### src/rtl/odo_pkg.sv
// Shared types, constants and the CORDIC arctangent table for the odometry block.
`timescale 1ns / 1ps
package odo_pkg;

    localparam int CORDIC_STEPS = 30;
    localparam int CW = 34;          // CORDIC datapath width
    localparam int DEN_W = 56;       // divisor width
    localparam int QUO_W = 57;       // quotient width
    localparam logic [31:0] CORDIC_GAIN_Q30 = 32'd652032874;
    localparam logic [31:0] TWO_PI_Q29 = 32'd3373259426;

    typedef struct packed {
        logic                 done;
        logic signed [CW-1:0] cos_v;
        logic signed [CW-1:0] sin_v;
    } t_cordic_out;

    typedef struct packed {
        logic             done;
        logic [QUO_W-1:0] quot;
    } t_div_out;

    function automatic logic [31:0] atan_turn(input logic [4:0] i);
        logic [31:0] v;
        case (i)
            5'd0:  v = 32'h20000000;
            5'd1:  v = 32'h12E4051E;
            5'd2:  v = 32'h09FB385B;
            5'd3:  v = 32'h051111D4;
            5'd4:  v = 32'h028B0D43;
            5'd5:  v = 32'h0145D7E1;
            5'd6:  v = 32'h00A2F61E;
            5'd7:  v = 32'h00517C55;
            5'd8:  v = 32'h0028BE53;
            5'd9:  v = 32'h00145F2F;
            5'd10: v = 32'h000A2F98;
            5'd11: v = 32'h000517CC;
            5'd12: v = 32'h00028BE6;
            5'd13: v = 32'h000145F3;
            5'd14: v = 32'h0000A2FA;
            5'd15: v = 32'h0000517D;
            5'd16: v = 32'h000028BE;
            5'd17: v = 32'h0000145F;
            5'd18: v = 32'h00000A30;
            5'd19: v = 32'h00000518;
            5'd20: v = 32'h0000028C;
            5'd21: v = 32'h00000146;
            5'd22: v = 32'h000000A3;
            5'd23: v = 32'h00000051;
            5'd24: v = 32'h00000029;
            5'd25: v = 32'h00000014;
            5'd26: v = 32'h0000000A;
            5'd27: v = 32'h00000005;
            5'd28: v = 32'h00000003;
            5'd29: v = 32'h00000001;
            default: v = 32'h00000000;
        endcase
        return v;
    endfunction

    function automatic logic signed [31:0] sat32(input logic signed [63:0] v);
        logic signed [31:0] r;
        if (v > 64'sd2147483647) begin
            r = 32'sh7FFFFFFF;
        end else if (v < -64'sd2147483648) begin
            r = 32'sh80000000;
        end else begin
            r = v[31:0];
        end
        return r;
    endfunction

endpackage

### src/rtl/odo_cordic.sv
// Iterative CORDIC sine/cosine unit, one rotation step per cycle.
`timescale 1ns / 1ps
module odo_cordic
    import odo_pkg::*;
(
    input  logic        i_clk,
    input  logic        i_rst_n,
    input  logic        i_start,
    input  logic [31:0] i_angle,
    output t_cordic_out o_res
);

    localparam logic [4:0] LAST = 5'(CORDIC_STEPS - 1);

    logic                 r_busy;
    logic                 r_done;
    logic                 r_flip;
    logic [4:0]           r_i;
    logic signed [CW-1:0] r_x;
    logic signed [CW-1:0] r_y;
    logic signed [CW-1:0] r_z;

    logic [31:0]          w_sum;
    logic [31:0]          w_fold;
    logic signed [CW-1:0] w_xs;
    logic signed [CW-1:0] w_ys;
    logic signed [CW-1:0] w_at;

    assign w_sum  = i_angle + 32'h40000000;
    assign w_fold = w_sum[31] ? (i_angle - 32'h80000000) : i_angle;
    assign w_xs   = r_x >>> r_i;
    assign w_ys   = r_y >>> r_i;
    assign w_at   = $signed({{(CW-32){1'b0}}, atan_turn(r_i)});

    always_ff @(posedge i_clk) begin
        if (!i_rst_n) begin
            r_busy <= 1'b0;
            r_done <= 1'b0;
            r_i    <= '0;
        end else begin
            r_done <= 1'b0;
            if (i_start) begin
                r_busy <= 1'b1;
                r_i    <= '0;
                r_flip <= w_sum[31];
                r_x    <= $signed({{(CW-32){1'b0}}, CORDIC_GAIN_Q30});
                r_y    <= '0;
                r_z    <= $signed({{(CW-32){w_fold[31]}}, w_fold});
            end else if (r_busy) begin
                if (!r_z[CW-1]) begin
                    r_x <= r_x - w_ys;
                    r_y <= r_y + w_xs;
                    r_z <= r_z - w_at;
                end else begin
                    r_x <= r_x + w_ys;
                    r_y <= r_y - w_xs;
                    r_z <= r_z + w_at;
                end
                r_i <= r_i + 5'd1;
                if (r_i == LAST) begin
                    r_busy <= 1'b0;
                    r_done <= 1'b1;
                end
            end
        end
    end

    assign o_res.done  = r_done;
    assign o_res.cos_v = r_flip ? -r_x : r_x;
    assign o_res.sin_v = r_flip ? -r_y : r_y;

endmodule

### config.mk
export PLATFORM = sky130hd
export DESIGN_NAME = odo_cordic
export DESIGN_NICKNAME = d
export VERILOG_FILES = /design/src/rtl/odo_pkg.sv /design/src/rtl/odo_cordic.sv
export SDC_FILE = /design/constraint.sdc
export NUM_CORES = 1
export LEC_CHECK = 0
export BUFFER_PORTS_ARGS = -buffer_cell sky130_fd_sc_hd__buf_2
export CORE_UTILIZATION = 35
export CTS_BUF_LIST = sky130_fd_sc_hd__clkbuf_4 sky130_fd_sc_hd__clkbuf_8
export DETAILED_ROUTE_END_ITERATION = 16
export PLACE_DENSITY = 0.63
export SKIP_CTS_REPAIR_TIMING = 1
export SYNTH_ARGS = -nofsm -noshare
export SYNTH_HDL_FRONTEND = slang
export SYNTH_SLANG_ARGS = --single-unit
### constraint.sdc
create_clock -name i_clk -period 6 [get_ports i_clk]
set_input_delay 0.6 -clock i_clk [delete_from_list [all_inputs] [get_ports i_clk]]
set_output_delay 0.6 -clock i_clk [all_outputs]
set_load 0.05 [all_outputs]
### After elaboration in Yosys (flattened, before gate mapping)

Memories as Yosys holds them, arrays and structs flattened. A register that Yosys moved wholly into a read port is not among the register bits.
Index checks and enable logic that the tools add are counted.

| word-level totals | value |
|---|---|
| memories kept | 1 |
| output and inout bits | 69 |
| memory bits (read-only) | 960 |
| logic and storage cells | 45 |
| bits of input ports | 35 |
| register bits | 110 |

Memories:

| name | depth | bits a word | read ports | clocked after memory_dff | wr ports | RTL line | RTL |
|---|---|---|---|---|---|---|---|
| (no name shown) | 32 | 30 | 1 | 1 | 0 | odo_pkg.sv:25 | `case (i)` |

| operators by class | value |
|---|---|
| equality and inequality tests | 1 |
| mux-type cells | 16 |
| reductions and logical operators | 5 |
| add/subtract/negate cells | 11 |
| shift-type cells | 2 |
| bitwise logic cells | 2 |

Operators with widths:

| cell | count |
|---|---|
| two-way mux 34 bit | 9 |
| adder 34 bit | 2 |
| negation 34 bit | 2 |
| >>> shifter 34 x 5 -> 34 bit | 2 |
| subtractor 34 bit | 2 |
| adder 34 x 33 -> 34 bit | 1 |
| subtractor 34 x 33 -> 34 bit | 1 |
| adder 32 x 31 -> 32 bit, second input constant | 1 |
| two-way mux 32 bit | 1 |
| subtractor 32 bit, second input constant | 1 |
| two-way mux 5 bit | 2 |
| adder 5 x 1 -> 5 bit, second input constant | 1 |
| equality test 5 bit, second input constant | 1 |
| two-way mux 1 bit | 4 |
| AND reduction 2 bit | 2 |
| OR reduction 3 bit | 1 |
| inverter 1 bit | 2 |
| nonzero test 2 bit | 1 |
| OR reduction 2 bit | 1 |

### Logic depth before layout (Yosys ltp)

Gate-level depths: netlist of the first run.

| depth | value |
|---|---|
| depth in word-level cells | 4 |
| gate-level depth with buffers | 29 |
| gate-level depth less buffers | 24 |

### Least setup slack after synthesis of the first run

No wires, ideal clock.

| timing | value |
|---|---|
| kind | reg2reg |
| start point | register r_i[1] |
| end point | register r_x[32] (data pin) |
| buffers on the path | 3 |
| setup slack | 0.195 ns |
| arrival | 5.648 ns |
| stages on the path, launching flop included | 26 |
| setup time | 0.157 ns |
| cell sequence | dfxtp_1 -> buf_6 -> buf_6 -> buf_6 -> mux2_2 -> mux4_1 -> o21ai_0 -> nor2_1 -> nor2_1 -> ha_1 -> inv_1 -> a2111oi_0 -> and4_1 -> nor3b_4 -> a21oi_1 -> xnor2_1 -> ha_1 -> and3_1 -> a22o_1 -> a211o_1 -> a31oi_1 -> o31ai_1 -> a41o_1 -> o41a_1 -> o21a_1 -> nor3_1 |

| on the way | value |
|---|---|
| word-level cells in the longest chain between the ends | 4 |
| elaborated cells between the ends (all ways) | 5 |
| classes of those cells | 2 x add/sub; 1 x shift; 2 x mux |

Ends and longest elaborated chain:

| element | RTL line | RTL |
|---|---|---|
| start: declaration | odo_cordic.sv:18 | `logic [4:0] r_i;` |
| start signal: assignment | odo_cordic.sv:59 | `r_i <= r_i + 5'd1;` |
| >>> shifter 34 x 5 -> 34 bit (*) | odo_cordic.sv:32 | `assign w_ys = r_y >>> r_i;` |
| subtractor 34 bit / adder 34 bit (equally long branches) | odo_cordic.sv:51, odo_cordic.sv:55 |  |
| two-way mux 34 bit (*) | odo_cordic.sv:50 | `if (!r_z[CW-1]) begin` |
| two-way mux 34 bit (*) | odo_cordic.sv:49 | `end else if (r_busy) begin` |
| end signal: assignment | odo_cordic.sv:46 | `r_x <= $signed({{(CW-32){1'b0}}, CORDIC_GAIN_Q30});` |
| end signal: assignment | odo_cordic.sv:51 | `r_x <= r_x - w_ys;` |
| end signal: assignment | odo_cordic.sv:55 | `r_x <= r_x + w_ys;` |
| end: declaration | odo_cordic.sv:19 | `logic signed [CW-1:0] r_x;` |

Mark *: on every way between the ends. The rest lies on a longest branch, timed or not. The select of a mux whose other input is x is not followed.
A chain may end at the register's enable or synchronous reset.

### Final worst setup path of the first run

Ends and elaborated chain as after synthesis.

==> results of run 1 <==
==> synth_stat cells, types with 15 or more instances <==
cell type,instances
nand2_1,226
nor2_1,195
a21oi_1,183
o21ai_0,145
xnor2_1,137
ha_1,113
edfxtp_1,103
clkbuf_1,94
xor2_1,88
inv_1,59
nor3_1,59
mux4_2,49
mux2i_1,48
a21o_1,42
a31oi_1,38
nand3_1,38
dfxtp_1,37
mux2_2,36
nand2b_1,33
mux4_1,31
and3_1,23
nor2b_1,23
a211oi_1,21
o211ai_1,21
o22ai_1,21
o31ai_1,21
and2_1,20
o21a_1,18
nor4_1,17
or3_1,17
a22oi_1,15
buf_2,15
clkbuf_8,15
o21bai_1,15
==> power groups by stage <==
stage / sequential, mW / combinational [mW] / clock (mW)
after floorplan: 1.49 / 4.75 / 0
after global placement: 1.67 / 6.61 / 0
after detailed placement: 1.67 / 6.73 / 0
after CTS: 1.65 / 6.77 / 0.872
after global routing: 1.66 / 7.68 / 0.901
final: 1.65 / 7.14 / 0.849
==> stage by stage <==
| step | util (%) | TNS (ps) | total power [mW] | setup slack [ps] | hold slack [ps] |
|---|---|---|---|---|---|
| global placement | 39.6 | -451 | 8.28 | -242 | 562 |
| floorplan | - | 0 | 6.24 | 195 | 600 |
| finish | 41.5 | 0 | 9.64 | 64.7 | 318 |
| CTS | 40.4 | -791 | 9.29 | -355 | 277 |
| detailed placement | 39.6 | -680 | 8.40 | -319 | 554 |
| global route | 41.5 | -353 | 10.2 | -168 | 308 |
==> layer usage <==
metal	wire length [um]	vias to the layer above	global-route usage, %
li1	-	8999	-
met1	30200	9576	33.5
met2	33700	1083	40.5
met3	6820	185	4.37
met4	3320	0	12.1
met5	0	-	0
==> worst max-delay path, stage by stage (launching register included) <==
cell and delay [ps]:
dfxtp_4 420, buf_4 200, clkbuf_16 270, mux4_2 540, mux2i_1 300, o22ai_1 120, a221oi_1 450, buf_4 210
and4_1 240, nor3b_4 290, buf_6 160, and4_4 240, a21oi_1 80, xnor2_1 220, ha_1 300, a21o_1 210
a21oi_2 190, nor2b_1 90, a31o_2 220, a41o_1 240, o41a_1 420, nor3_2 200, nor3_2 60
==> final cells by class <==
cell class / count / area [um2] / share of cell area [%]
clock inverters: 13 / 138 / 0.611
clock buffers: 19 / 255 / 1.13
repair buffers: 349 / 2620 / 11.6
well taps: 696 / 871 / 3.87
inverters: 62 / 233 / 1.03
multi-input cells: 1916 / 14500 / 64.6
flip-flops and latches: 140 / 3840 / 17.1
==> worst min path at each step <==
stage / start / endpoint / slack, ps / cells after the start
3_3_place_gp: r_i[3] / r_done / 560 / 2
6_report: i_angle[11] / r_z[11] / 320 / 3
3_5_place_dp: r_i[3] / r_done / 550 / 2
5_1_grt: i_angle[11] / r_z[11] / 310 / 3
2_1_floorplan: r_busy / r_done / 600 / 3
4_1_cts: i_angle[11] / r_z[11] / 280 / 3
==> cell families (layout without fill, tap and decap cells) <==
kind of cell	count (synthesis)	after routing	share of synthesized area [%]
AOI/OAI and AO/OA	674	674	22.6
xor gates and xnor gates	226	226	10.3
adders and majority gates	116	116	7.60
buffers and inverters	230	443	6.48
DFF	140	140	19.8
muxes	168	168	14.9
and+or+nand+nor	732	732	18.4
==> registers in the layout (all words and copies together), names as in the netlist <==
| register | cells |
|---|---|
| r_y | 34 |
| r_i | 5 |
| r_x | 34 |
| r_done | 1 |
| r_z | 34 |
| w_at | 30 |
| r_flip | 1 |
| r_busy | 1 |
==> results by group, run 1 <==
Die
  – Die Wd: 237 um
  – Die Y: 237 um
  – Die Area: between 50,000 and 60,000 um2
  – Initial Util: 35.8%
  – Row cnt: 85
  – Core area: 54,200 um2
  – Top-level port count: 104

Yosys
  – Area contributors post-synth: edfxtp_1 16%, ha_1 7.3%, xnor2_1 6.2%, mux4_2 5.7%, a21oi_1 4.7%
  – Syn Nets: 2,437
  – Yosys warns: 0
  – Top-area cell type share of the netlist area: 15.9%
  – FF+latch count, synth: 140
  – Asr flop ratio synth: 0%
  – Netlist cell types: 106
  – Seq/Total Area, Yosys: 19.8%
  – Yosys top cell by area: edfxtp_1
  – Syn Area/Cell: 8.49 um2
  – Post-synth top flop: edfxtp_1
  – Post-synthesis cell area: 19,400 um2
  – Post-synth EDFFs: 103
  – Mapped Cells: 2,286

Pwr
  – Sequential group share of total power: 17.1%
  – Switching share of power: a little over 50%
  – Maximum VDD drop: 234 uV
  – Sw Pwr: 4.94 mW
  – Clock power share: 8.8%
  – Leak: 9.06 nW
  – Power Internal: 4.70 mW
  – PwrDens: approximately 430 nW/um2
  – Gate power share: between 70% and 80%

Place
  – DP Area: between 20,000 and 25,000 um2
  – Inst Count DP: 3,127
  – Post-DP HPWL: 56,400 um
  – Buffers on Ports: a little over 100
  – RD Place Congestion: 1.05

Timing
  – Post-layout min period: 5940 ps
  – Worst rel slew slack: 26.3%
  – Finish-stage setup viols: 0
  – Worst-margin pin slew: ~1100 ps
  – Worst clock skew: 21.9 ps
  – Unrepaired setup endpoints after global routing: true
  – Max-slew violation count: 0
  – Fmax: 0.168 GHz
  – Period utilization: 98.9%
  – Final hold vios: 0

Global route
  – First-pass GRT wire length: 111,000 um
  – Number of global-route vias before repair: 18.7k
  – Largest net degree at the start of global routing: 71
  – Gr ovfl total: 0
  – Initial antenna violation count: 1
  – Global Route Usage Sum: 25.4%

Min path
  – HP Class: in2reg

CTS
  – Clock Sinks: 140
  – CTS tree: yes
  – Htree depth: 4
  – Reg clk slew, reported paths: 90 ps
  – Root Buffer Master: clkbuf_8
  – Clk Latency, worst-skew pair: about 570 ps
  – CTS Buffer Depth: 2
  – CTS buffer count: 17

Layout
  – FILL cells: 5,413
  – Commonest non-fill, non-tap cells in the layout: 228 x buf_4, 226 x nand2_1, 193 x nor2_1
  – Final #Nets: roughly 2.6k
  – Commonest non-fill, non-tap cell in the layout: buf_4
  – Layout Cells excl Fill: 3,195
  – Number of antenna diodes: 0
  – Finished Cell Area: 22,500 um2
  – Share of layout cells above drive strength 1: about 22%
  – P&R area growth vs syn: 16.0%

Setup path
  – Worst-path fanout max: 32
  – Critical path launch point: r_i[1]
  – Crit path launch type: flop
  – Crit path kind: reg2reg
  – Worst Reg-to-Reg Cells: 22
  – Critical path endpoint category: flop
  – RR Endpoint: r_x[32]
  – Worst Path Arrival: 6240 ps
  – Worst Setup EP: r_x[32]
  – Worst Path Required: 6310 ps
  – FF-to-FF setup slack: around 65 ps
  – R2r startpoint: r_i[1]

Routing
  – Routed Antenna Nets: 0
  – Final wirelength: 74,100 um
  – Post-route DRC violation count: 0
  – Via density: ~6.2
  – Initial DRT Pass Iterations: 6
  – DR WL/cell: 23.2 um
  – Via count: 19.8k
  – Iter 0 DRT Violations: 2,145

Outcome
  – Status: completed

Job
  – Max-cap viol count: 0
Power figures use the tool's default switching activity.
==> inputs of run 2 (changes only) <==
--- a/config.mk
+++ b/config.mk
@@ -6,10 +6,12 @@
 export NUM_CORES = 1
 export LEC_CHECK = 0
 export BUFFER_PORTS_ARGS = -buffer_cell sky130_fd_sc_hd__buf_2
+export CORE_MARGIN = 4
 export CORE_UTILIZATION = 35
 export CTS_BUF_LIST = sky130_fd_sc_hd__clkbuf_4 sky130_fd_sc_hd__clkbuf_8
 export DETAILED_ROUTE_END_ITERATION = 16
 export PLACE_DENSITY = 0.63
+export REMOVE_ABC_BUFFERS = 1
 export SKIP_CTS_REPAIR_TIMING = 1
 export SYNTH_ARGS = -nofsm -noshare
 export SYNTH_HDL_FRONTEND = slang
==> run 2 against run 1 <==
  * Via count shrank 1.4%
  * Final area grew 0.52%
  * Clock power rose by 2%
  * Power is 0.21% lower
  * Hold slack lost 29 ps
  * Worst setup slack better by 59 ps
  * Register-to-register slack better by 60 ps
  * Non-clock buffer count up 37
  * Largest cell class unchanged
  * Routed wire length increased by 3.1%
==> results by group, run 2 (synthesis gave the netlist of run 1 again) <==
Place
  – Buffers on Ports: 103 (unchanged)
  – Worst slack, placed: -93.4 ps (+225 ps)
  – RD Place Congestion: 1.03 (-2.4%)
  – Inst Count DP: 3,240 (+3.6%)
  – Post-DP HPWL: 59,500 um (+5.6%)
  – DP Area: 22,000 um2 (+2.2%)

Die
  – Core area: 55,000 um2 (+1.4%)
  – Die Y: 243 um (+2.5%)
  – Top-level port count: 104 (unchanged)
  – Die Wd: 243 um (+2.5%)
  – Die Area: 59,300 um2 (+5.1%)
  – Row cnt: 86 (+1.2%)
  – Initial Util: 35.3% (-0.49 points)

Global route
  – Largest net degree at the start of global routing: 82 (+15%)
  – Number of global-route vias before repair: 18.6k (-0.13%)
  – Initial antenna violation count: 2 (+1)
  – Gr ovfl total: 0 (unchanged)
  – First-pass GRT wire length: 115,000 um (+3.4%)
  – Global Route Usage Sum: 24.9% (-0.59 points)

Timing
  – Period utilization: 97.9% (-0.98 points)
  – Fmax: 0.170 GHz (+1.0%)
  – Worst-margin pin slew: 988 ps (-89.4 ps)
  – Worst rel slew slack: 33.7% (+7.5 points)
  – Finish-stage setup viols: 0 (unchanged)
  – Post-layout min period: 5880 ps (-58.8 ps)
  – Worst clock skew: 32.6 ps (+10.7 ps)
  – Max-slew violation count: 0 (unchanged)
  – Worst Slack Setup Final: 124 ps (+58.8 ps)
  – Final hold vios: 0 (unchanged)

Routing
  – Final wirelength: 76,400 um (+3.1%)
  – Post-route DRC violation count: 0 (unchanged)
  – Initial DRT Pass Iterations: 6 (unchanged)
  – Routed Antenna Nets: 0 (unchanged)
  – Via count: 19.6k (-1.4%)
  – Via density: 5.96 (-4.1%)
  – Iter 0 DRT Violations: 1,732 (-19%)
  – DR WL/cell: 23.3 um (+0.34%)

CTS
  – CTS buffer count: 17 (unchanged)
  – CTS tree: yes
  – Clk Latency, worst-skew pair: 600 ps (+30 ps)
  – Reg clk slew, reported paths: 110 ps (+20 ps)
  – Htree depth: 4 (unchanged)
  – Root Buffer Master: clkbuf_8
  – CTS Buffer Depth: 2 (unchanged)
  – Clock Sinks: 140 (unchanged)

Pwr
  – Power Internal: 4.76 mW (+1.4%)
  – Clock power share: 9.0% (+0.2 points)
  – Total Power: 9.62 mW (-0.21%)
  – Sequential group share of total power: 17.0% (about the same)
  – PwrDens: 425 nW/um2 (-0.73%)
  – Maximum VDD drop: 217 uV (-7.1%)
  – Sw Pwr: 4.85 mW (-1.7%)
  – Leak: 9.17 nW (+1.2%)
  – Gate power share: 74.1% (about the same)
  – Switching share of power: 50.5% (-0.79 points)

Layout
  – Biggest regs: r_x (34), r_y (34), r_z (34)
  – Commonest non-fill, non-tap cells in the layout: 272 x buf_4, 226 x nand2_1, 194 x nor2_1
  – Finished Cell Area: 22,600 um2 (+0.52%)
  – Number of antenna diodes: 0 (unchanged)
  – Layout Cells excl Fill: 3,284 (+2.8%)
  – Post-layout util: 41.1% (-0.35 points)
  – P&R area growth vs syn: 16.6%
  – Final #Nets: 2,674 (+1.4%)
  – Share of layout cells above drive strength 1: 22.9% (+0.78 points)
  – Commonest non-fill, non-tap cell in the layout: buf_4

Setup path
  – Worst Path Arrival: 6230 ps (about the same)
  – Worst Path Required: 6360 ps (+50 ps)
  – Critical path endpoint category: flop
  – Crit path launch type: flop
  – Worst-path fanout max: 24 (-25%)
  – Crit path kind: reg2reg

Job
  – Max-cap viol count: 0 (unchanged)

Min path
  – HP Class: in2reg

Outcome
  – Status: completed
-- run 2: cell types whose count changed in the layout (fill, tap and decap cells not counted), sizes merged --
cell,previous run,this run
clkinv,9,4
clkbuf,22,19
buf,346,385
inv,64,70
-- run 2: power by group through the flow --
stage | clock (mW) | combinational [mW] | sequential (mW)
after floorplan | 0 | 4.48 | 1.68
after global placement | 0 | 6.83 | 1.64
after detailed placement | 0 | 6.94 | 1.65
after CTS | 0.894 | 6.99 | 1.62
after global routing | 0.930 | 7.69 | 1.65
final | 0.862 | 7.12 | 1.63
-- run 2: final timing paths --
check / startpoint / to / slack, ps / cells past startpoint
setup / recovery: r_i[1] / r_y[29] / 120 / 21
hold / removal: i_angle[10] / r_z[10] / 290 / 3
setup reg to reg: r_i[1] / r_y[29] / 120 / 21
hold reg to reg: r_busy / r_done / 640 / 2
-- run 2: area by class of cell --
| cell class | instances | area (um2) |
|---|---|---|
| clock buffer | 18 | 241 |
| tap | 748 | 936 |
| multi-input combinational | 1916 | 14400 |
| clock inverter | 14 | 153 |
| inverter | 62 | 233 |
| fill | 5477 | 32400 |
| sequential | 140 | 3850 |
| timing repair buffer | 386 | 2800 |
-- run 2: through the flow --
stage               hold slack, ps  TNS (ps)
floorplan                      506   -120800
global placement               626     -96.1
detailed placement             623      -141
CTS                            231      -267
global route                   248     -7.71
finish                         289         0
-- run 2: critical path, stage by stage, from the launching register on --
cell and delay, ps:
dfxtp_4 440, buf_12 120, buf_16 200, mux4_2 540, and3_2 240, a221o_1 300, nor3_1 500, and4_2 420
and2_1 170, and3_1 190, a41oi_1 150, xnor2_1 290, ha_1 300, buf_4 150, and3_1 170, a221oi_1 280
a21boi_2 230, buf_4 150, a31oi_1 110, a21o_1 190, a21oi_1 150, mux2_2 340
-- run 2: metal layers --
layer	wire (um)	part of all wire [%]	global-route usage, %
met5	10	0.013	0
met4	3140	4.1	9.56
met3	5030	6.6	4.48
met2	35900	47	41.4
met1	32300	42	32.2
