### src/rtl/odo_pkg.sv
// Shared types, constants and the CORDIC arctangent table for the odometry block.
`timescale 1ns / 1ps
package odo_pkg;

    localparam int CORDIC_STEPS = 30;
    localparam int CW = 34;          // CORDIC datapath width
    localparam int DEN_W = 56;       // divisor width
    localparam int QUO_W = 57;       // quotient width
    localparam logic [31:0] CORDIC_GAIN_Q30 = 32'd652032874;
    localparam logic [31:0] TWO_PI_Q29 = 32'd3373259426;

    typedef struct packed {
        logic                 done;
        logic signed [CW-1:0] cos_v;
        logic signed [CW-1:0] sin_v;
    } t_cordic_out;

    typedef struct packed {
        logic             done;
        logic [QUO_W-1:0] quot;
    } t_div_out;

    function automatic logic [31:0] atan_turn(input logic [4:0] i);
        logic [31:0] v;
        case (i)
            5'd0:  v = 32'h20000000;
            5'd1:  v = 32'h12E4051E;
            5'd2:  v = 32'h09FB385B;
            5'd3:  v = 32'h051111D4;
            5'd4:  v = 32'h028B0D43;
            5'd5:  v = 32'h0145D7E1;
            5'd6:  v = 32'h00A2F61E;
            5'd7:  v = 32'h00517C55;
            5'd8:  v = 32'h0028BE53;
            5'd9:  v = 32'h00145F2F;
            5'd10: v = 32'h000A2F98;
            5'd11: v = 32'h000517CC;
            5'd12: v = 32'h00028BE6;
            5'd13: v = 32'h000145F3;
            5'd14: v = 32'h0000A2FA;
            5'd15: v = 32'h0000517D;
            5'd16: v = 32'h000028BE;
            5'd17: v = 32'h0000145F;
            5'd18: v = 32'h00000A30;
            5'd19: v = 32'h00000518;
            5'd20: v = 32'h0000028C;
            5'd21: v = 32'h00000146;
            5'd22: v = 32'h000000A3;
            5'd23: v = 32'h00000051;
            5'd24: v = 32'h00000029;
            5'd25: v = 32'h00000014;
            5'd26: v = 32'h0000000A;
            5'd27: v = 32'h00000005;
            5'd28: v = 32'h00000003;
            5'd29: v = 32'h00000001;
            default: v = 32'h00000000;
        endcase
        return v;
    endfunction

    function automatic logic signed [31:0] sat32(input logic signed [63:0] v);
        logic signed [31:0] r;
        if (v > 64'sd2147483647) begin
            r = 32'sh7FFFFFFF;
        end else if (v < -64'sd2147483648) begin
            r = 32'sh80000000;
        end else begin
            r = v[31:0];
        end
        return r;
    endfunction

endpackage

### src/rtl/odo_div.sv
// Serial restoring divider, one quotient bit per cycle.
`timescale 1ns / 1ps
module odo_div
    import odo_pkg::*;
#(
    parameter int DVD_W = 93
) (
    input  logic             i_clk,
    input  logic             i_rst_n,
    input  logic             i_start,
    input  logic [DVD_W-1:0] i_dividend,
    input  logic [DEN_W-1:0] i_divisor,
    output t_div_out         o_res
);

    localparam int CNT_W = $clog2(DVD_W + 1);
    localparam logic [CNT_W-1:0] CNT_ONE = CNT_W'(1);

    logic             r_busy;
    logic             r_done;
    logic [CNT_W-1:0] r_cnt;
    logic [DVD_W-1:0] r_dvd;
    logic [DEN_W-1:0] r_dsr;
    logic [DEN_W-1:0] r_rem;
    logic [QUO_W-1:0] r_q;

    logic [DEN_W:0]   w_sh;
    logic [DEN_W:0]   w_diff;
    logic             w_ge;

    assign w_sh   = {r_rem, r_dvd[DVD_W-1]};
    assign w_diff = w_sh - {1'b0, r_dsr};
    assign w_ge   = w_sh >= {1'b0, r_dsr};

    always_ff @(posedge i_clk) begin
        if (!i_rst_n) begin
            r_busy <= 1'b0;
            r_done <= 1'b0;
            r_cnt  <= '0;
        end else begin
            r_done <= 1'b0;
            if (i_start) begin
                r_busy <= 1'b1;
                r_cnt  <= CNT_W'(DVD_W);
                r_dvd  <= i_dividend;
                r_dsr  <= i_divisor;
                r_rem  <= '0;
                r_q    <= '0;
            end else if (r_busy) begin
                r_rem <= w_ge ? w_diff[DEN_W-1:0] : w_sh[DEN_W-1:0];
                r_q   <= {r_q[QUO_W-2:0], w_ge};
                r_dvd <= {r_dvd[DVD_W-2:0], 1'b0};
                r_cnt <= r_cnt - CNT_ONE;
                if (r_cnt == CNT_ONE) begin
                    r_busy <= 1'b0;
                    r_done <= 1'b1;
                end
            end
        end
    end

    assign o_res.done = r_done;
    assign o_res.quot = r_q;

endmodule

### config.mk
export PLATFORM = sky130hd
export DESIGN_NAME = odo_div
export DESIGN_NICKNAME = d
export VERILOG_FILES = /design/src/rtl/odo_pkg.sv /design/src/rtl/odo_div.sv
export SDC_FILE = /design/constraint.sdc
export NUM_CORES = 1
export LEC_CHECK = 0
export BUFFER_PORTS_ARGS = -buffer_cell sky130_fd_sc_hd__buf_2
export CAP_MARGIN = 30
export CELL_PAD_IN_SITES_DETAIL_PLACEMENT = 0
export CELL_PAD_IN_SITES_GLOBAL_PLACEMENT = 1
export CORE_MARGIN = 2
export CORE_UTILIZATION = 29
export DETAILED_ROUTE_END_ITERATION = 6
export PLACE_DENSITY = 0.53
export SYNTH_ARGS = -nofsm -noshare
export SYNTH_HDL_FRONTEND = slang
export SYNTH_SLANG_ARGS = --single-unit
### constraint.sdc
create_clock -name i_clk -period 7.5 [get_ports i_clk]
set_clock_uncertainty 0.05 [all_clocks]
set_input_delay 1.5 -clock i_clk [delete_from_list [all_inputs] [get_ports i_clk]]
set_output_delay 1.5 -clock i_clk [all_outputs]
set_load 0.02 [all_outputs]
## Word-level counts from Yosys, hierarchy flattened

Index checks and enable logic that the tools add are counted.
W data, S select, Z words.

- Register bits: 271
- Word-level logic and storage cells: 30

- Bitwise gates (word level): 2
- Reductions and logical operators: 5
- $lt $le $gt $ge: 1
- Add/subtract/negate cells: 2
- Equality and inequality tests: 1
- Muxes and demuxes: 11

Operator list:

| operator | number |
|---|---|
| $mux W93 | 2 |
| $mux W56 | 2 |
| $ge A57 B56 Y1 | 1 |
| $mux W57 | 1 |
| $sub A56 B56 Y56 | 1 |
| $mux W7 | 2 |
| $eq A7 B1 Y1 const B | 1 |
| $sub A7 B1 Y7 const B | 1 |
| $mux W1 | 4 |
| $reduce_and A2 Y1 | 2 |
| $reduce_or A3 Y1 | 1 |
| $not A1 Y1 | 2 |
| $reduce_bool A2 Y1 | 1 |
| $reduce_or A2 Y1 | 1 |

## Logic depth before layout (Yosys ltp)

Gate-level depths: netlist of the first run.

- Word-level depth: 4
- Mapped depth: 15

## Least setup slack after synthesis of the first run

Ideal clock, no wire load.

- Kind: input port to flip-flop
- Start: in i_start
- End: reg r_busy
- Path slack: 0.060 ns
- Arrival time: 7.312 ns
- Buffers on the path: 2
- Stages on the path: 4
- Path through: clkbuf_1 clkbuf_1 o21a_1 o41a_1

- Longest elaborated chain between the ends: 1

Ends and longest elaborated chain:

| what | line | source |
|---|---|---|
| start: declaration | odo_div.sv:10 | `input logic i_start,` |
| $mux W1 | odo_div.sv:42 | `if (i_start) begin` |
| end signal: assignment | odo_div.sv:37 | `r_busy <= 1'b0;` |
| end signal: assignment | odo_div.sv:43 | `r_busy <= 1'b1;` |
| end signal: assignment | odo_div.sv:55 | `r_busy <= 1'b0;` |
| end: declaration | odo_div.sv:19 | `logic r_busy;` |

Every way passes these cells.
A chain may end at the register's enable or synchronous reset.

## Worst setup path after layout of the first run

- Start: reg r_rem[7]
- End: reg r_rem[52], data pin

- Longest elaborated chain between the ends: 3
- Elaborated cells on any way between the ends: 4
- Those cells by class: add/sub (1); order compare (1); mux (2)

Ends and longest elaborated chain:

| what | line | source |
|---|---|---|
| start: declaration | odo_div.sv:24 | `logic [DEN_W-1:0] r_rem;` |
| start signal: assignment | odo_div.sv:50 | `r_rem <= w_ge ? w_diff[DEN_W-1:0] : w_sh[DEN_W-1:0];` |
| $sub A56 B56 Y56 / $ge A57 B56 Y1 (equally long branches) | odo_div.sv:32, odo_div.sv:33 |  |
| $mux W56 (*) | odo_div.sv:50 |  |
| $mux W56 (*) | odo_div.sv:49 | `end else if (r_busy) begin` |

Mark *: on every way between the ends. The rest lies on a longest branch, timed or not. The select of a mux whose other input is x is not followed.

==> results.yml, run 1 <==
run_status:
  outcome: "finished clean"
global_route:
  antenna_found_initial: 25
  grt_first_pass_wirelength_um: 57200
  grt_max_degree: 84
  grt_pass1_vias: 9813
  track_usage_pct: 14.6
  overflow: 0
floorplanning:
  core.rowCount: 80
  io_pins: 210
  die_area_um2: 50200
  coreArea_um2: 47700
  die_y_um: 224
  start_util_pct: 29.4
  die_width_um: 224
sta:
  hold_violations: 0
  tns_ns: 0
  rsz0062_at_grt: "no"
  finalWorstSetupSlack_ns: 3.06
  drv_slew: 0
  setup_viol: 0
  finalCriticalPeriod_ns: 4.44
  fmax_ghz: 0.225
  slew_headroom_pct: 37.7
  fin_crit_sh_pct: 59.3
  worst_pin_slew_ns: 0.935
  hold_ws_ns: 0.452
finish:
  finalNonFillerCells: 2031
  nets: 1593
  layout-drive-gt1-share_pct: 26.4
  area_delta_synth_final_pct: 19.8
logic_synthesis:
  ys.flop_type: "edfxtp_1"
  async_reset_ff_share_pct: 0
  syn_area_um2: 14000
  synth-seq-area-share_pct: 57.4
  synth.top_cell.area_share_pct: 56.1
  synth_edf_count: 262
  synth_top_family_by_area: "compound AO/OA/AOI/OAI gates"
  synth_nets: 1394
  yosysWarnings: 0
  synthXorXnorAreaFrac_pct: 3.18
  syn_inst: 1183
  synth_compound_area_share_pct: 11.6
  syn_avg_cell_area_um2: 11.9
  synth.ff_latch_count: 271
  synthMuxAreaShare_pct: 7.67
  synth_cell_types: 70
  ys_top_cells_by_area: "edfxtp_1 56%, mux2_2 7.4%, ha_1 5.2%, a21oi_1 3.6%, nand2_1 3.2%"
  yosys.area_share.simple_pct: 11.3
  yosysTopAreaCell: "edfxtp_1"
  synth_adder_area_share_pct: 5.31
place:
  place_congestion: 0.757
  place.port_buffers: 209
  dp_hpwl_um: 26000
  dp_slack_ns: 2.97
  dp_cells: 1960
detailed_routing:
  vias: 9760
  wl_per_cell_um: 18.1
  drc: 0
  drtIter0Drc: 580
  dr.pass1.iters: 5
  wirelength_um: 36900
  final_antenna_net_count: 0
  routed_via_density: 4.81
worst_setup_path:
  worst_path_dominant_cell_family: "compound AO/OA/AOI/OAI gates"
  arrival_ns: 4.77
  crit_path_start_kind: "flip-flop"
  required_ns: 7.83
  path_max_fanout: 37
  critical_path.max_stage_delay_ns: 0.71
  end_kind: "flip-flop"
  critPathSlowestCell: "o21ai_4"
  path_cells: "ha_1, nand2_1, o21a_1, o311ai_0, o21ai_1, a211oi_2, o21ai_2, o211a_4, o21ai_4, buf_4, o21ai_0, a21oi_1"
  worst-path-buf-inv: 1
  crit_type: "reg2reg"
power_and_ir_drop:
  vdd_drop_max_uv: 148
  p_per_area_nw_per_um2: 256
  leakage_nw: 6.61
clock_network:
  cts_setup_buffers: 0
  path_clk_slew_ns: 0.06
  clock_latency_ns: 0.54
  cts_made_buffers: 35
  clk_path_buf_depth: 3
  cts_tree: "built"
  htree_levels: 2
  cts_sinks: 271
  postCtsHoldBufs: 0
  post_cts_resized: 0
  cts_root_buf: "clkbuf_16"
flow_run:
  maxCapViolations: 0
min_path:
  hp-class: "reg2reg"
layout by cell type, fill, tap and decap left out, types with 16 or more instances in the layout:
master,n
a211oi_1,18
a21o_1,25
a21oi_1,102
buf_2,208
clkbuf_16,36
edfxtp_1,262
ha_1,58
inv_1,77
mux2_2,92
nand2_1,121
nand3_1,20
nor2_1,48
nor2b_1,63
o21ai_0,28
o21bai_1,16
xnor2_1,30
xor2_1,21
worst paths after layout:
check | from | to | slack (ns) | depth (start not counted)
setup / recovery | r_rem[7] | r_rem[52] | 3.06 | 12
hold / removal | r_cnt[1] | r_cnt[1] | 0.45 | 2
setup reg to reg | r_rem[7] | r_rem[52] | 3.06 | 12
hold reg to reg | r_cnt[1] | r_cnt[1] | 0.45 | 2
worst reg2reg max path, stage by stage, from the launching register on:
cell and delay [ns]:
edfxtp_1 0.40, ha_1 0.41, nand2_1 0.10, o21a_1 0.20
o311ai_0 0.46, o21ai_1 0.21, a211oi_2 0.39, o21ai_2 0.17
o211a_4 0.30, o21ai_4 0.71, buf_4 0.52, o21ai_0 0.20
a21oi_1 0.18
kinds of logic after synthesis:
group           Yosys count
compound gates          253
xor+xnor                 51
fa+ha+maj                59
buf+inv                 132
flops                   271
mux                      96
simple gates            321
synthesized netlist by cell type, drive strengths merged (4+ instances only):
library cell,instances
o21ai,34
nor4,5
and2,5
mux2i,4
a31oi,7
o31ai,5
a21oi,102
ha,58
nor3,12
a21o,25
a41oi,4
nand2,121
or3,7
nor2,48
a211oi,19
buf,8
inv,77
mux2,92
and3,6
xnor2,30
edfxtp,262
nand3,20
nand4,12
xor2,21
a21boi,8
nor2b,64
clkbuf,47
dfxtp,9
o21a,10
o21bai,16
metrics by stage:
| step | cell area, um^2 | utilization [%] | power (mW) |
|---|---|---|---|
| 3_3_place_gp | 15700 | 32.9 | 2.74 |
| 6_report | 16800 | 35.2 | 4.31 |
| 5_1_grt | 16800 | 35.2 | 4.53 |
| 4_1_cts | 16800 | 35.1 | 4.38 |
| 2_1_floorplan | 14000 | - | 2.50 |
| 3_5_place_dp | 15700 | 32.9 | 2.73 |
layout make-up:
| type | count | area [um^2] |
|---|---|---|
| inverter | 77 | 289 |
| multi-input combinational | 780 | 5490 |
| antenna | 10 | 25.0 |
| tap | 615 | 769 |
| timing repair buffer | 217 | 1110 |
| clock inverter | 18 | 148 |
| sequential | 271 | 8050 |
| clock buffer | 43 | 927 |
| fill | 4790 | 30900 |
sequential cells by signal, summed over array words and instances, names as in the netlist:
signal and count:
r_busy 1, r_cnt 7, r_done 1, r_dsr 56
r_dvd 93, r_q 57, r_rem 56
where the power goes:
part | switching, mW | total [mW] | internal [mW]
Combinational | 0.503 | 0.838 | 0.335
Sequential | 0.0472 | 1.86 | 1.81
Clock | 0.663 | 1.61 | 0.946
Total | 1.21 | 4.31 | 3.09
metal layers:
layer / routed length (um) / vias to the layer above / global-route usage (%)
li1: - / 4752 / -
met1: 16900 / 4705 / 19.3
met2: 16300 / 190 / 22.4
met3: 2750 / 81 / 5.84
met4: 689 / 32 / 3.51
met5: 213 / - / 0
No activity file was read; power rests on OpenSTA's default activity.
==> inputs of run 2 (changes only) <==
clock period = 4.07 ns   (was 7.5 ns; I/O delays follow)
==> results.yml, run 2 (synthesis gave the netlist of run 1 again) <==
run_status:
  outcome: "finished clean"
clock_network:
  cts_tree: "built"
  clock_latency_ns: 0.56
  cts_made_buffers: 35
  cts_sinks: 271
  path_clk_slew_ns: 0.06
  post_cts_resized: 0
  cts_root_buf: "clkbuf_16"
  clk_path_buf_depth: 3
  htree_levels: 2
  cts_setup_buffers: 0
  postCtsHoldBufs: 0
worst_setup_path:
  r2r_end: "r_rem[52]"
  end_kind: "flip-flop"
  cp.depth: 14
  crit_type: "reg2reg"
  worst-path-buf-inv: 2
  required_ns: 4.29
  critPathSlowestCell: "o31ai_2"
  startpoint: "r_dvd[92]"
  reg2reg_from: "r_dvd[92]"
  worst_path_dominant_cell_family: "compound AO/OA/AOI/OAI gates"
  critical_path.max_stage_delay_ns: 0.53
  reg2reg_depth: 14
  r2r_slack_ns: 0.31
  crit_path_start_kind: "flip-flop"
  path_cells: "inv_1, ha_1, fa_1, nor2b_1, o21bai_1, a21boi_1, o21ai_1, o31ai_1, buf_4, a41oi_1, o31ai_2, mux2i_1, o21ai_0, a21oi_1"
  arrival_ns: 3.98
  path_max_fanout: 4
  endpoint: "r_rem[52]"
finish:
  design_area_um2: 17000
  final_cell_mix: "262 x edfxtp_1, 208 x buf_2, 121 x nand2_1, 102 x a21oi_1, 92 x mux2_2"
  nets: 1600
  top_regs: "r_dvd: 93 flops, r_q: 57 flops"
  largest_register: "r_dvd"
  area_delta_synth_final_pct: 20.8
  largest_register_ffs: 93
  final_common_cell: "edfxtp_1"
  layout-drive-gt1-share_pct: 26.8
sta:
  finalCriticalPeriod_ns: 3.76
  slew_headroom_pct: 47.4
  rsz0062_at_grt: "yes"
  fmax_ghz: 0.266
  fin_crit_sh_pct: 92.5
  worst_pin_slew_ns: 0.789
  hold_violations: 0
  drv_slew: 0
  setup_viol: 0
  tns_ns: 0
detailed_routing:
  dr.pass1.iters: 5
  wl_per_cell_um: 18.1
  drtIter0Drc: 479
  routed_via_density: 4.78
  wirelength_um: 37000
  drc: 0
  vias: 9737
  final_antenna_net_count: 0
global_route:
  overflow: 0
  grt_max_degree: 150
  track_usage_pct: 14.9
  grt_first_pass_wirelength_um: 58300
  antenna_found_initial: 23
  grt_pass1_vias: 10194
power_and_ir_drop:
  vdd_drop_max_uv: 254
  leakage_nw: 6.68
  p_per_area_nw_per_um2: 469
place:
  place_congestion: 0.789
  dp_hpwl_um: 26300
  place.port_buffers: 209
  place_area_um2: 15800
floorplanning:
  start_util_pct: 29.4
  die_y_um: 224
  coreArea_um2: 47700
  io_pins: 210
  core.rowCount: 80
  die_area_um2: 50200
  die_width_um: 224
min_path:
  hp-class: "in2reg"
flow_run:
  maxCapViolations: 0
-- run 2: cell count changes in the layout (fill, tap and decap cells not counted) --
cell | previous run | this run
clkbuf_8 | 0 | 1
clkinv_8 | 1 | 0
clkinv_1 | 8 | 7
inv_16 | 0 | 2
clkinv_2 | 5 | 4
bufinv_16 | 2 | 1
inv_6 | 1 | 2
buf_12 | 0 | 7
-- run 2: metrics by stage --
stage | hold WS [ns] | utilization, % | total power, mW | worst slack, ns | instances
after global placement | 0.432 | 33.2 | 5.08 | 0.310 | 1967
final | 0.387 | 35.5 | 7.96 | 0.306 | 2038
after floorplan | 0.418 | - | 4.59 | 0.641 | 1183
after global routing | 0.366 | 35.5 | 8.38 | -0.00677 | 2033
after detailed placement | 0.446 | 33.2 | 5.07 | 0.244 | 1967
after CTS | 0.347 | 35.5 | 8.11 | 0.221 | 2028
-- run 2: how the worst min path moves through the flow --
stage | endpoint | slack, ns | from | cells past startpoint
after floorplan | r_cnt[1] | 0.42 | r_cnt[1] | 2
after global placement | r_cnt[1] | 0.43 | r_cnt[1] | 2
after detailed placement | r_cnt[1] | 0.45 | r_cnt[1] | 2
after CTS | r_dsr[30] | 0.35 | i_divisor[30] | 1
after global routing | r_dsr[13] | 0.37 | i_divisor[13] | 1
final | r_dsr[26] | 0.39 | i_divisor[26] | 1
-- run 2: area by class of cell --
class	count	area, um^2
fill	4790	30800
sequential	271	8050
multi-input combinational	780	5490
timing repair buffer	224	1250
clock buffer	44	941
tap	615	769
inverter	77	289
clock inverter	17	141
antenna	10	25.0
-- run 2: metal layers --
| layer | track usage [%] | wire length (um) | share of wire, % | vias up |
|---|---|---|---|---|
| li1 | - | - | - | 4762 |
| met1 | 19.2 | 16800 | 45 | 4692 |
| met2 | 23.2 | 16600 | 45 | 187 |
| met3 | 5.46 | 2630 | 7.1 | 70 |
| met4 | 4.43 | 757 | 2.0 | 26 |
| met5 | 0 | 158 | 0.43 | - |
-- run 2: report_power, final --
group | leakage, nW | total (mW) | internal [mW] | switching, mW
logic | 3.55 | 1.57 | 0.644 | 0.928
clock network | 0.529 | 2.96 | 1.72 | 1.24
registers | 2.59 | 3.42 | 3.34 | 0.0889
==> inputs of run 3 (changes only) <==
CORE_ASPECT_RATIO = 0.7   (was unset)
CTS_CLUSTER_SIZE = 14   (was unset)
PLACE_DENSITY = 0.51   (was 0.53)
clock period = 4 ns   (was 4.07 ns; I/O delays follow)
==> results.yml, run 3 (synthesis gave the netlist of run 1 again) <==
run_status:
  outcome: "finished clean"
min_path:
  hp-class: "in2reg"
clock_network:
  cts_root_buf: "clkbuf_16"
  path_clk_slew_ns: 0.07
  cts_tree: "built"
  htree_levels: 1
  clock_latency_ns: 0.58
  clk_path_buf_depth: 3
  cts_sinks: 271
  cts_made_buffers: 31
place:
  place.port_buffers: 209
  place_area_um2: 15900
  place_congestion: 0.787
  dp_hpwl_um: 25700
worst_setup_path:
  crit_type: "reg2reg"
  path_cells: "inv_1, ha_1, fa_1, nor2b_1, o21bai_1, a21boi_2, o21ai_1, o31ai_1, buf_4, a41oi_1, buf_4, o31ai_2, buf_4, mux2i_1, o21ai_0, a21oi_1"
  critical_path.max_stage_delay_ns: 0.43
  cpMostUsedCell: "buf_4"
  end_kind: "flip-flop"
  crit_path_start_kind: "flip-flop"
  path_max_fanout: 4
  arrival_ns: 3.88
  required_ns: 4.25
  critPathSlowestCell: "fa_1"
sta:
  rsz0062_at_grt: "no"
  finalCriticalPeriod_ns: 3.63
  slew_headroom_pct: 49.9
  fin_crit_sh_pct: 90.8
  hold_violations: 0
  drv_slew: 0
  tns_ns: 0
  fmax_ghz: 0.275
  setup_viol: 0
  worst_pin_slew_ns: 0.751
detailed_routing:
  drc: 0
  dr.pass1.iters: 5
  drtIter0Drc: 694
  routed_via_density: 4.70
  wl_per_cell_um: 18.1
  wirelength_um: 36900
  final_antenna_net_count: 0
  vias: 9578
power_and_ir_drop:
  p_per_area_nw_per_um2: 476
  leakage_nw: 6.67
  vdd_drop_max_uv: 330
finish:
  top_regs: "r_dvd: 93 flops, r_q: 57 flops"
  seqCellArea_um2: 8050
  fillCellCount: 4787
  nets: 1604
  area_delta_synth_final_pct: 20.6
  layout-drive-gt1-share_pct: 27.2
  final_common_cell: "edfxtp_1"
  design_area_um2: 16900
  largest_register_ffs: 93
  largest_register: "r_dvd"
  final_cell_mix: "262 x edfxtp_1, 208 x buf_2, 121 x nand2_1, 102 x a21oi_1, 92 x mux2_2"
  utilization_pct: 35.4
  multi_input_area_um2: 5500
global_route:
  grt_max_degree: 147
  grt_most_used_layer: "met1"
  grt_first_pass_wirelength_um: 56500
  grt_use_met1_pct: 22.5
  track_usage_pct: 14.5
  grt_pass1_vias: 9519
  grt_use_met2_pct: 20.4
  antenna_found_initial: 4
  overflow: 0
  use_met3_pct: 2.65
floorplanning:
  die_y_um: 188
  coreArea_um2: 47800
  die_width_um: 267
  io_pins: 210
  core.rowCount: 67
  start_util_pct: 29.4
  die_area_um2: 50200
flow_run:
  maxCapViolations: 0
run 3: worst paths after layout:
check | from | slack (ns) | cells past startpoint | to
max | r_dvd[92] | 0.37 | 16 | r_rem[52]
min | i_divisor[6] | 0.35 | 1 | r_dsr[6]
max reg2reg | r_dvd[92] | 0.37 | 16 | r_rem[52]
min reg2reg | r_cnt[1] | 0.46 | 2 | r_cnt[1]
run 3: layout make-up:
| type | count | share of cell area [%] |
|---|---|---|
| repair buffers | 232 | 7.61 |
| clock inverters | 19 | 1.28 |
| flip-flops and latches | 271 | 47.6 |
| multi-input cells | 780 | 32.5 |
| inverters | 77 | 1.71 |
| clock buffers | 37 | 4.72 |
| diodes | 1 | 0.0148 |
| well taps | 621 | 4.59 |
run 3: what timing repair did:
item,in CTS,in global routing
buffers inserted,0,1
hold buffers,0,0
gates resized for setup,0,3
endpoints found under the setup margin,0,26
run 3: worst max-delay path, delay by kind of cell (launching register included):
family | cells | cell delay (ns)
muxes | 1 | 0.07
adders and majority gates | 2 | 0.66
and+or+nand+nor | 1 | 0.18
AOI/OAI and AO/OA | 8 | 1.43
DFF | 1 | 0.34
buffers and inverters | 4 | 0.65
run 3: metrics by stage:
stage / hold WS, ns / instances / power [mW] / worst slack [ns]
after global placement: 0.440 / 1980 / 5.20 / 0.151
after detailed placement: 0.450 / 1980 / 5.18 / 0.154
final: 0.346 / 2038 / 8.05 / 0.367
after global routing: 0.312 / 2038 / 8.49 / 0.0629
after CTS: 0.298 / 2036 / 8.19 / 0.126
after floorplan: 0.418 / 1183 / 4.67 / 0.585
run 3: report_power, final:
part	switching (mW)	internal [mW]	total, mW
clock	1.20	1.73	2.93
combinational	0.975	0.670	1.65
sequential	0.0881	3.39	3.48
total	2.26	5.79	8.05
run 3: routing by layer:
layer / vias to the layer above / wire length (um)
met3: 52 / 1510
met5: - / 39
li1: 4754 / -
met4: 6 / 899
met2: 173 / 15200
met1: 4593 / 19200
